File: src/sv/mxau_pkg.sv
`default_nettype none
// ----------------------------------------------------------------------------
// mxau_pkg
// shared types and constants of the 4x4 fixed-point matrix arithmetic unit
// ----------------------------------------------------------------------------
package mxau_pkg;

  localparam int unsigned MatDim   = 4;
  localparam int unsigned IdxW     = 2;                 // row / column index width
  localparam int unsigned CellW    = 2 * IdxW;          // flat element index width
  localparam int unsigned Cells    = MatDim * MatDim;
  localparam int unsigned DataW    = 32;
  localparam int unsigned FracBits = 16;
  localparam int unsigned ProdW    = 2 * DataW;
  localparam int unsigned AccW     = 50;                // four truncated products, exact

  localparam logic [IdxW-1:0]  LastK    = IdxW'(MatDim - 1);
  localparam logic [CellW-1:0] LastCell = CellW'(Cells - 1);

  typedef enum logic {
    ACT_LOAD    = 1'b0,
    ACT_COMPUTE = 1'b1
  } action_e;

  typedef enum logic [1:0] {
    OP_ADD   = 2'd0,
    OP_SUB   = 2'd1,
    OP_MUL   = 2'd2,
    OP_SCALE = 2'd3
  } op_e;

  typedef enum logic [1:0] {
    ST_IDLE,
    ST_ISSUE,
    ST_WAIT,
    ST_OUT
  } state_e;

  // controller to datapath
  typedef struct packed {
    logic            wr_en;   // load element pair
    logic            start;   // compute transaction accepted
    logic            rd_en;   // issue one operand read
    logic            first;   // first term of an element
    logic            last;    // last term of an element
    op_e             op;
    logic [IdxW-1:0] row;
    logic [IdxW-1:0] col;
    logic [IdxW-1:0] k;
  } cmd_t;

  // datapath to controller
  typedef struct packed {
    logic res_valid;          // result register loaded this cycle
  } status_t;

endpackage : mxau_pkg
`default_nettype wire

File: src/sv/matrix4x4_arith_unit.sv
`default_nettype none
// a load transaction writes one element pair; a compute transaction emits 16 results
// each result needs one operand read per product term (four for the matrix product, one for
//   add, subtract and scale), then passes 3 pipeline stages, and is held by out_ready_i;
//   the next element is not read until that result is taken
// reset: rst_ni is asynchronous, active low, and clears the sequencer and pipeline flags;
//   the matrix stores are not cleared and an entry reads as garbage until loaded
// ----------------------------------------------------------------------------
// matrix4x4_arith_unit
// 4x4 signed q16.16 matrix add, subtract, multiply and scale with saturation
// ----------------------------------------------------------------------------
module matrix4x4_arith_unit
  import mxau_pkg::*;
(
  input  wire logic                    clk_i,
  input  wire logic                    rst_ni,
  // input transaction channel
  input  wire logic                    in_valid_i,
  output logic                         in_ready_o,
  input  wire logic                    action_i,
  input  wire logic [IdxW-1:0]         row_i,
  input  wire logic [IdxW-1:0]         column_i,
  input  wire logic signed [DataW-1:0] a_value_i,
  input  wire logic signed [DataW-1:0] b_value_i,
  input  wire logic [1:0]              operation_i,
  input  wire logic signed [DataW-1:0] scale_factor_i,
  // result transaction channel
  output logic                         out_valid_o,
  input  wire logic                    out_ready_i,
  output logic [IdxW-1:0]              out_row_o,
  output logic [IdxW-1:0]              out_column_o,
  output logic signed [DataW-1:0]      out_value_o,
  output logic                         saturated_o,
  output logic                         last_o
);

  // command and status between sequencer and datapath
  cmd_t    cmd;
  status_t status;

  // sequencer: accepts loads in idle, walks the 16 elements in row-major order,
  // issues one operand read per term (four for the product, one otherwise)
  // and holds each result until the result transaction completes
  mxau_ctrl u_ctrl (
    .clk_i        (clk_i),
    .rst_ni       (rst_ni),
    .in_valid_i   (in_valid_i),
    .in_ready_o   (in_ready_o),
    .action_i     (action_i),
    .row_i        (row_i),
    .column_i     (column_i),
    .operation_i  (operation_i),
    .out_valid_o  (out_valid_o),
    .out_ready_i  (out_ready_i),
    .out_row_o    (out_row_o),
    .out_column_o (out_column_o),
    .last_o       (last_o),
    .cmd_o        (cmd),
    .status_i     (status)
  );

  // datapath: two element stores, one 32x32 multiplier, add / subtract,
  // exact 50-bit accumulator, saturation into the result register
  mxau_dpath u_dpath (
    .clk_i          (clk_i),
    .rst_ni         (rst_ni),
    .cmd_i          (cmd),
    .status_o       (status),
    .a_value_i      (a_value_i),
    .b_value_i      (b_value_i),
    .scale_factor_i (scale_factor_i),
    .out_value_o    (out_value_o),
    .saturated_o    (saturated_o)
  );

endmodule : matrix4x4_arith_unit
`default_nettype wire

File: src/sv/mxau_ram.sv
`default_nettype none
// ----------------------------------------------------------------------------
// mxau_ram
// generic single write port, single read port ram with registered read data
// ----------------------------------------------------------------------------
module mxau_ram #(
  parameter int unsigned Width = 32,
  parameter int unsigned Depth = 16
) (
  input  wire logic                     clk_i,
  input  wire logic                     we_i,
  input  wire logic [$clog2(Depth)-1:0] waddr_i,
  input  wire logic [Width-1:0]         wdata_i,
  input  wire logic                     re_i,
  input  wire logic [$clog2(Depth)-1:0] raddr_i,
  output logic      [Width-1:0]         rdata_o
);

  logic [Width-1:0] mem_q [Depth];
  logic [Width-1:0] rdata_q;

  always_ff @(posedge clk_i) begin
    if (we_i) begin
      mem_q[waddr_i] <= wdata_i;
    end
    if (re_i) begin
      rdata_q <= mem_q[raddr_i];
    end
  end

  assign rdata_o = rdata_q;

endmodule : mxau_ram
`default_nettype wire

File: src/sv/mxau_ctrl.sv
`default_nettype none
// ----------------------------------------------------------------------------
// mxau_ctrl
// sequencer: load / compute handshakes, element and term counters
// ----------------------------------------------------------------------------
module mxau_ctrl
  import mxau_pkg::*;
(
  input  wire logic            clk_i,
  input  wire logic            rst_ni,
  input  wire logic            in_valid_i,
  output logic                 in_ready_o,
  input  wire logic            action_i,
  input  wire logic [IdxW-1:0] row_i,
  input  wire logic [IdxW-1:0] column_i,
  input  wire logic [1:0]      operation_i,
  output logic                 out_valid_o,
  input  wire logic            out_ready_i,
  output logic [IdxW-1:0]      out_row_o,
  output logic [IdxW-1:0]      out_column_o,
  output logic                 last_o,
  output cmd_t                 cmd_o,
  input  wire status_t         status_i
);

  state_e           state_q, state_d;
  op_e              op_q, op_d;
  logic [CellW-1:0] elem_q, elem_d;
  logic [IdxW-1:0]  k_q, k_d;
  logic             in_fire, out_fire, last_term;

  assign in_fire   = in_valid_i && (state_q == ST_IDLE);
  assign out_fire  = out_ready_i && (state_q == ST_OUT);
  assign last_term = (op_q == OP_MUL) ? (k_q == LastK) : (k_q == '0);

  always_comb begin
    state_d = state_q;
    unique case (state_q)
      ST_IDLE: begin
        if (in_valid_i && (action_e'(action_i) == ACT_COMPUTE)) begin
          state_d = ST_ISSUE;
        end
      end
      ST_ISSUE: begin
        if (last_term) begin
          state_d = ST_WAIT;
        end
      end
      ST_WAIT: begin
        if (status_i.res_valid) begin
          state_d = ST_OUT;
        end
      end
      ST_OUT: begin
        if (out_ready_i) begin
          state_d = (elem_q == LastCell) ? ST_IDLE : ST_ISSUE;
        end
      end
      default: state_d = ST_IDLE;
    endcase
  end

  always_comb begin
    op_d   = op_q;
    elem_d = elem_q;
    k_d    = k_q;

    cmd_o       = '0;
    cmd_o.op    = op_q;
    cmd_o.row   = elem_q[CellW-1:IdxW];
    cmd_o.col   = elem_q[IdxW-1:0];
    cmd_o.k     = k_q;
    cmd_o.first = (k_q == '0);
    cmd_o.last  = last_term;

    in_ready_o  = (state_q == ST_IDLE);
    out_valid_o = (state_q == ST_OUT);

    unique case (state_q)
      ST_IDLE: begin
        cmd_o.row = row_i;
        cmd_o.col = column_i;
        if (in_fire) begin
          if (action_e'(action_i) == ACT_LOAD) begin
            cmd_o.wr_en = 1'b1;
          end else begin
            cmd_o.start = 1'b1;
            op_d        = op_e'(operation_i);
            elem_d      = '0;
            k_d         = '0;
          end
        end
      end
      ST_ISSUE: begin
        cmd_o.rd_en = 1'b1;
        k_d         = last_term ? '0 : k_q + 1'b1;
      end
      ST_WAIT: begin
      end
      ST_OUT: begin
        if (out_fire) begin
          elem_d = elem_q + 1'b1;
        end
      end
      default: begin
      end
    endcase
  end

  assign out_row_o    = elem_q[CellW-1:IdxW];
  assign out_column_o = elem_q[IdxW-1:0];
  assign last_o       = (elem_q == LastCell);

  always_ff @(posedge clk_i or negedge rst_ni) begin
    if (!rst_ni) begin
      state_q <= ST_IDLE;
      op_q    <= OP_ADD;
      elem_q  <= '0;
      k_q     <= '0;
    end else begin
      state_q <= state_d;
      op_q    <= op_d;
      elem_q  <= elem_d;
      k_q     <= k_d;
    end
  end

endmodule : mxau_ctrl
`default_nettype wire

File: src/sv/mxau_dpath.sv
`default_nettype none
// ----------------------------------------------------------------------------
// mxau_dpath
// matrix storage, multiplier, adder, accumulator and saturating result register
// ----------------------------------------------------------------------------
module mxau_dpath
  import mxau_pkg::*;
(
  input  wire logic                    clk_i,
  input  wire logic                    rst_ni,
  input  wire cmd_t                    cmd_i,
  output status_t                      status_o,
  input  wire logic signed [DataW-1:0] a_value_i,
  input  wire logic signed [DataW-1:0] b_value_i,
  input  wire logic signed [DataW-1:0] scale_factor_i,
  output logic signed [DataW-1:0]      out_value_o,
  output logic                         saturated_o
);

  logic [CellW-1:0]         waddr, a_raddr, b_raddr;
  logic [DataW-1:0]         a_rd, b_rd;
  logic signed [DataW-1:0]  scale_q, mul_b;
  logic signed [ProdW-1:0]  prod_q, prod_d, prod_shift;
  logic signed [DataW:0]    addsub_q, addsub_d;
  logic signed [AccW-1:0]   term, acc_q, acc_d;
  logic signed [DataW-1:0]  value_q, value_d;
  logic                     sat_q, sat_d;
  logic                     s1_valid_q, s1_first_q, s1_last_q;
  logic                     s2_valid_q, s2_first_q, s2_last_q;
  logic                     s3_last_q;

  assign waddr   = {cmd_i.row, cmd_i.col};
  assign a_raddr = (cmd_i.op == OP_MUL) ? {cmd_i.row, cmd_i.k} : {cmd_i.row, cmd_i.col};
  assign b_raddr = (cmd_i.op == OP_MUL) ? {cmd_i.k, cmd_i.col} : {cmd_i.row, cmd_i.col};

  mxau_ram #(
    .Width (DataW),
    .Depth (Cells)
  ) u_ram_a (
    .clk_i   (clk_i),
    .we_i    (cmd_i.wr_en),
    .waddr_i (waddr),
    .wdata_i (a_value_i),
    .re_i    (cmd_i.rd_en),
    .raddr_i (a_raddr),
    .rdata_o (a_rd)
  );

  mxau_ram #(
    .Width (DataW),
    .Depth (Cells)
  ) u_ram_b (
    .clk_i   (clk_i),
    .we_i    (cmd_i.wr_en),
    .waddr_i (waddr),
    .wdata_i (b_value_i),
    .re_i    (cmd_i.rd_en),
    .raddr_i (b_raddr),
    .rdata_o (b_rd)
  );

  // stage 1: one product and one sum / difference
  always_comb begin
    mul_b  = (cmd_i.op == OP_SCALE) ? scale_q : $signed(b_rd);
    prod_d = $signed(a_rd) * mul_b;
    if (cmd_i.op == OP_SUB) begin
      addsub_d = {a_rd[DataW-1], a_rd} - {b_rd[DataW-1], b_rd};
    end else begin
      addsub_d = {a_rd[DataW-1], a_rd} + {b_rd[DataW-1], b_rd};
    end
  end

  // stage 2: truncate and accumulate
  always_comb begin
    prod_shift = prod_q >>> FracBits;
    if ((cmd_i.op == OP_ADD) || (cmd_i.op == OP_SUB)) begin
      term = {{(AccW-DataW-1){addsub_q[DataW]}}, addsub_q};
    end else begin
      term = prod_shift[AccW-1:0];
    end
    acc_d = s2_first_q ? term : acc_q + term;
  end

  // stage 3: saturate to 32 bits
  always_comb begin
    if (acc_q[AccW-1:DataW-1] == '0 || acc_q[AccW-1:DataW-1] == '1) begin
      value_d = acc_q[DataW-1:0];
      sat_d   = 1'b0;
    end else begin
      value_d = acc_q[AccW-1] ? {1'b1, {(DataW-1){1'b0}}} : {1'b0, {(DataW-1){1'b1}}};
      sat_d   = 1'b1;
    end
  end

  always_ff @(posedge clk_i) begin
    if (cmd_i.start) begin
      scale_q <= scale_factor_i;
    end
    if (s1_valid_q) begin
      prod_q   <= prod_d;
      addsub_q <= addsub_d;
    end
    if (s2_valid_q) begin
      acc_q <= acc_d;
    end
    if (s3_last_q) begin
      value_q <= value_d;
      sat_q   <= sat_d;
    end
  end

  always_ff @(posedge clk_i or negedge rst_ni) begin
    if (!rst_ni) begin
      s1_valid_q <= 1'b0;
      s1_first_q <= 1'b0;
      s1_last_q  <= 1'b0;
      s2_valid_q <= 1'b0;
      s2_first_q <= 1'b0;
      s2_last_q  <= 1'b0;
      s3_last_q  <= 1'b0;
    end else begin
      s1_valid_q <= cmd_i.rd_en;
      s1_first_q <= cmd_i.first;
      s1_last_q  <= cmd_i.last;
      s2_valid_q <= s1_valid_q;
      s2_first_q <= s1_first_q;
      s2_last_q  <= s1_last_q;
      s3_last_q  <= s2_valid_q && s2_last_q;
    end
  end

  assign status_o.res_valid = s3_last_q;
  assign out_value_o        = value_q;
  assign saturated_o        = sat_q;

endmodule : mxau_dpath
`default_nettype wire

File: config.mk
export PLATFORM = sky130hd
export DESIGN_NAME = matrix4x4_arith_unit
export DESIGN_NICKNAME = d
export VERILOG_FILES = /design/src/sv/mxau_pkg.sv /design/src/sv/matrix4x4_arith_unit.sv /design/src/sv/mxau_ram.sv /design/src/sv/mxau_ctrl.sv /design/src/sv/mxau_dpath.sv
export SDC_FILE = /design/constraint.sdc
export NUM_CORES = 2
export LEC_CHECK = 0
export BUFFER_PORTS_ARGS = -buffer_cell sky130_fd_sc_hd__buf_2
export CAP_MARGIN = 20
export CORE_UTILIZATION = 52
export DETAILED_ROUTE_END_ITERATION = 16
export PLACE_DENSITY = 0.79
export SYNTH_ARGS = -nofsm -noshare
export SYNTH_HDL_FRONTEND = slang
export SYNTH_SLANG_ARGS = --single-unit
export TNS_END_PERCENT = 1
File: constraint.sdc
create_clock -name clk_i -period 10.9 [get_ports clk_i]
set_input_delay 0 -clock clk_i [delete_from_list [all_inputs] [get_ports clk_i]]
set_output_delay 0 -clock clk_i [all_outputs]
set_load 0.02 [all_outputs]
==> flow_summary.yaml <==
clock_network:
  clockBufferDepth: 3
  cts.clk_slew.worst_paths_ns: 0.07
  cts.sinks: 1301
  post-cts-setup-buffers: 0
  cts_made_buffers: 133
  cts_resized: 0
  cts_tree: "yes"
  clock_latency_ns: 0.81
  cts-root-buf: "clkbuf_16"
  cts-htree-levels: 4
global_routing:
  antenna_found_initial: 15
  grt_util_all_layers_pct: 27.7
  grt_pass1_vias: 59800
  grt_pass1_wl_microns: 360000
  grt_max_degree: 99
  grt-ovfl-total: 0
worst_setup_path:
  crit_arrival_ns: 10.30
  crit_path_start_kind: "flop"
  path_max_fanout: 32
  end_kind: "flop"
  required_ns: 11.40
  critPathKind: "flop to flop"
route:
  ant_nets: 0
  highest_layer: "met5"
  wl_met3_microns: 27000
  drt-met1-wl_microns: 84300
  wl_met2_microns: 113000
  wl_microns: 236000
  route.detailed.wl_per_inst_microns: 25.1
  drc: 0
  viasPerCell: 5.93
  drt-initial-drc-count: 5407
  num_vias: 55700
  dr.pass1.iters: 6
placed_design:
  place_area_sq_um: 93200
  place.gp.congestion: 0.937
  dpl.hpwl_microns: 157000
  pre_cts_ws_ns: 1.35
  io_buffers: 146
layout:
  drive_gt1_share_pct: 11.9
  mostFrequentLayoutCell: "edfxtp_1"
  area_delta_synth_final_pct: 10.4
  design_area_sq_um: 99000
  final_nets: 8430
  final_cell_mix: "edfxtp_1 (1284), fa_1 (1083), inv_1 (1008)"
synth:
  synth_nets: 8243
  synth_cell_types: 87
  synth_edf_count: 1284
  netlist_area_sq_um: 89700
  avgSynthCellArea_sq_um: 13.2
  ys_async_sr_fraction_pct: 1.31
  syn_inst: 6784
  synth_warnings: 0
  synth_ff_type: "edfxtp_1"
  ys_ff_latch: 1301
  yosysSeqAreaShare_pct: 43.4
timing:
  report.final.setup_viol: 0
  setup_ws_ns: 1.10
  finalCritPeriodShare_pct: 89.9
  hold_viol: 0
  skew_ns: 0.0633
  timing.setup.tns_ns: 0
  finalWorstPathRequiredPeriod_ns: 9.80
  rsz0062_at_grt: "no"
  final_max_slew_viol_count: 0
  tightest_slew_ns: 1.14
  relSlewSlack_pct: 23.8
  fmax_mhz: 102
flow_run:
  maxCapViolations: 0
floorplanning:
  dieArea_sq_um: 174000
  rows: 152
  io_pins: 147
  die_x_microns: 417
  start_util_pct: 52.3
  coreArea_sq_um: 172000
  chipHeight_microns: 417
run_status:
  status: "finished, final reports clean"
worst_hold_path:
  hp-class: "input port to flop"
path summary, 6_finish.rpt:
kind | slack (ns) | to | cells after the start | startpoint
worst max-delay path | 1.10 | u_dpath.prod_q[60] | 26 | u_ctrl.op_q[0]
worst min-delay path | 0.12 | u_dpath.u_ram_b.mem_q[0][28] | 2 | b_value_i[28]
worst max register to register | 1.10 | u_dpath.prod_q[60] | 26 | u_ctrl.op_q[0]
worst min register to register | 0.48 | u_dpath.status_o | 1 | u_dpath.s2_last_q
max in group asynchronous | 10.16 | u_dpath.s1_valid_q | 4 | rst_ni
min in group asynchronous | 0.27 | u_dpath.s2_first_q | 3 | rst_ni
flip-flops by register name, indices dropped and copies added, names as in the netlist:
signal,cells
u_dpath.u_ram_b.rdata_o,32
u_dpath.s1_first_q,1
u_dpath.u_ram_a.mem_q,512
u_dpath.u_ram_a.rdata_o,32
u_ctrl.elem_q,4
u_dpath.status_o,1
u_dpath.addsub_q,33
u_ctrl.op_q,2
u_ctrl.state_q,2
u_dpath.s2_valid_q,1
u_dpath.out_value_o,32
u_dpath.s2_last_q,1
u_dpath.s2_first_q,1
u_dpath.s1_valid_q,1
u_dpath.scale_q,32
u_dpath.acc_q,50
u_ctrl.k_q,2
u_dpath.s1_last_q,1
u_dpath.saturated_o,1
u_dpath.u_ram_b.mem_q,512
u_dpath.prod_q,48
cells in the mapped netlist, types with 18 or more instances:
library cell  count  share of area (%)
nand4_1          29               0.20
xor2_1           71               0.69
ha_1            269                3.8
a211oi_1         43               0.36
nand2b_1         32               0.22
nor3_1           19               0.11
a31oi_1          59               0.41
and2_1          278                1.9
o21bai_1         18               0.15
xnor2_1          91               0.89
o21ai_0          98               0.55
mux2_2           67               0.84
mux2i_1          49               0.55
nand3_1          28               0.16
a21o_1          122                1.0
edfxtp_1       1284                 43
nor2b_1         279                1.9
fa_1           1083                 24
nor2_1          109               0.46
mux4_2          256                6.4
clkbuf_1        303                1.3
and3_1           57               0.40
a21oi_1         154               0.86
buf_2            23               0.13
inv_1          1008                4.2
nand2_1         743                3.1
cells by family after synthesis:
| kind of cell | synth area share, % |
|---|---|
| buffers and inverters | 5.68 |
| AND/OR/NAND/NOR | 9.02 |
| adder cells (fa/ha/maj) | 27.9 |
| flip-flops | 43.4 |
| AO/OA/AOI/OAI | 4.55 |
| XOR/XNOR | 1.58 |
| multiplexers | 7.81 |
cell type report:
| cell class | instances | area, sq um |
|---|---|---|
| Timing Repair Buffer | 394 | 3020 |
| Antenna cell | 9 | 22.5 |
| Clock buffer | 158 | 3450 |
| Fill cell | 13100 | 72500 |
| Inverter | 1008 | 3780 |
| Tap cell | 2310 | 2890 |
| Clock inverter | 85 | 923 |
| Multi-Input combinational cell | 4133 | 45900 |
| Sequential cell | 1301 | 39000 |
routing by layer:
metal | vias up | global-route usage, %
met3 | 737 | 7.47
li1 | 23100 | -
met5 | - | 0
met1 | 28400 | 34.7
met4 | 16 | 12.6
met2 | 3420 | 45.0
critical path: stages, from the launching register on:
cell,delay (ns)
dfrtp_1,0.48
nand2_2,0.55
buf_4,0.38
mux2_2,0.69
and2_1,0.32
fa_1,0.42
fa_1,0.49
inv_1,0.05
fa_1,0.45
fa_1,0.52
inv_1,0.06
fa_1,0.55
fa_1,0.43
fa_1,0.51
fa_1,0.42
ha_1,0.40
a21o_1,0.22
a21o_1,0.18
a21o_1,0.19
a31o_2,0.26
a31oi_1,0.17
o211ai_1,0.29
a31oi_1,0.49
o21ai_1,0.20
o41ai_1,0.46
o21ba_1,0.19
xnor2_1,0.06
per-stage QoR:
step / hold WS (ns) / instances / util (%)
2_1_floorplan: -0.296 / 6784 / -
3_5_place_dp: -0.00713 / 9001 / 54.3
3_3_place_gp: -0.0196 / 9000 / 54.3
6_report: 0.116 / 9398 / 57.7
4_1_cts: 0.0707 / 9386 / 57.7
5_1_grt: 0.112 / 9394 / 57.7
repair_timing:
action                                 in CTS  in global routing
hold buffers                              142                  0
setup endpoints to repair                   0                  0
endpoints found under the hold margin    1110                  0
Power is left out: the tool's default activity adds up to more than one toggle a clock period on the data nets, which glitch-free logic cannot reach.
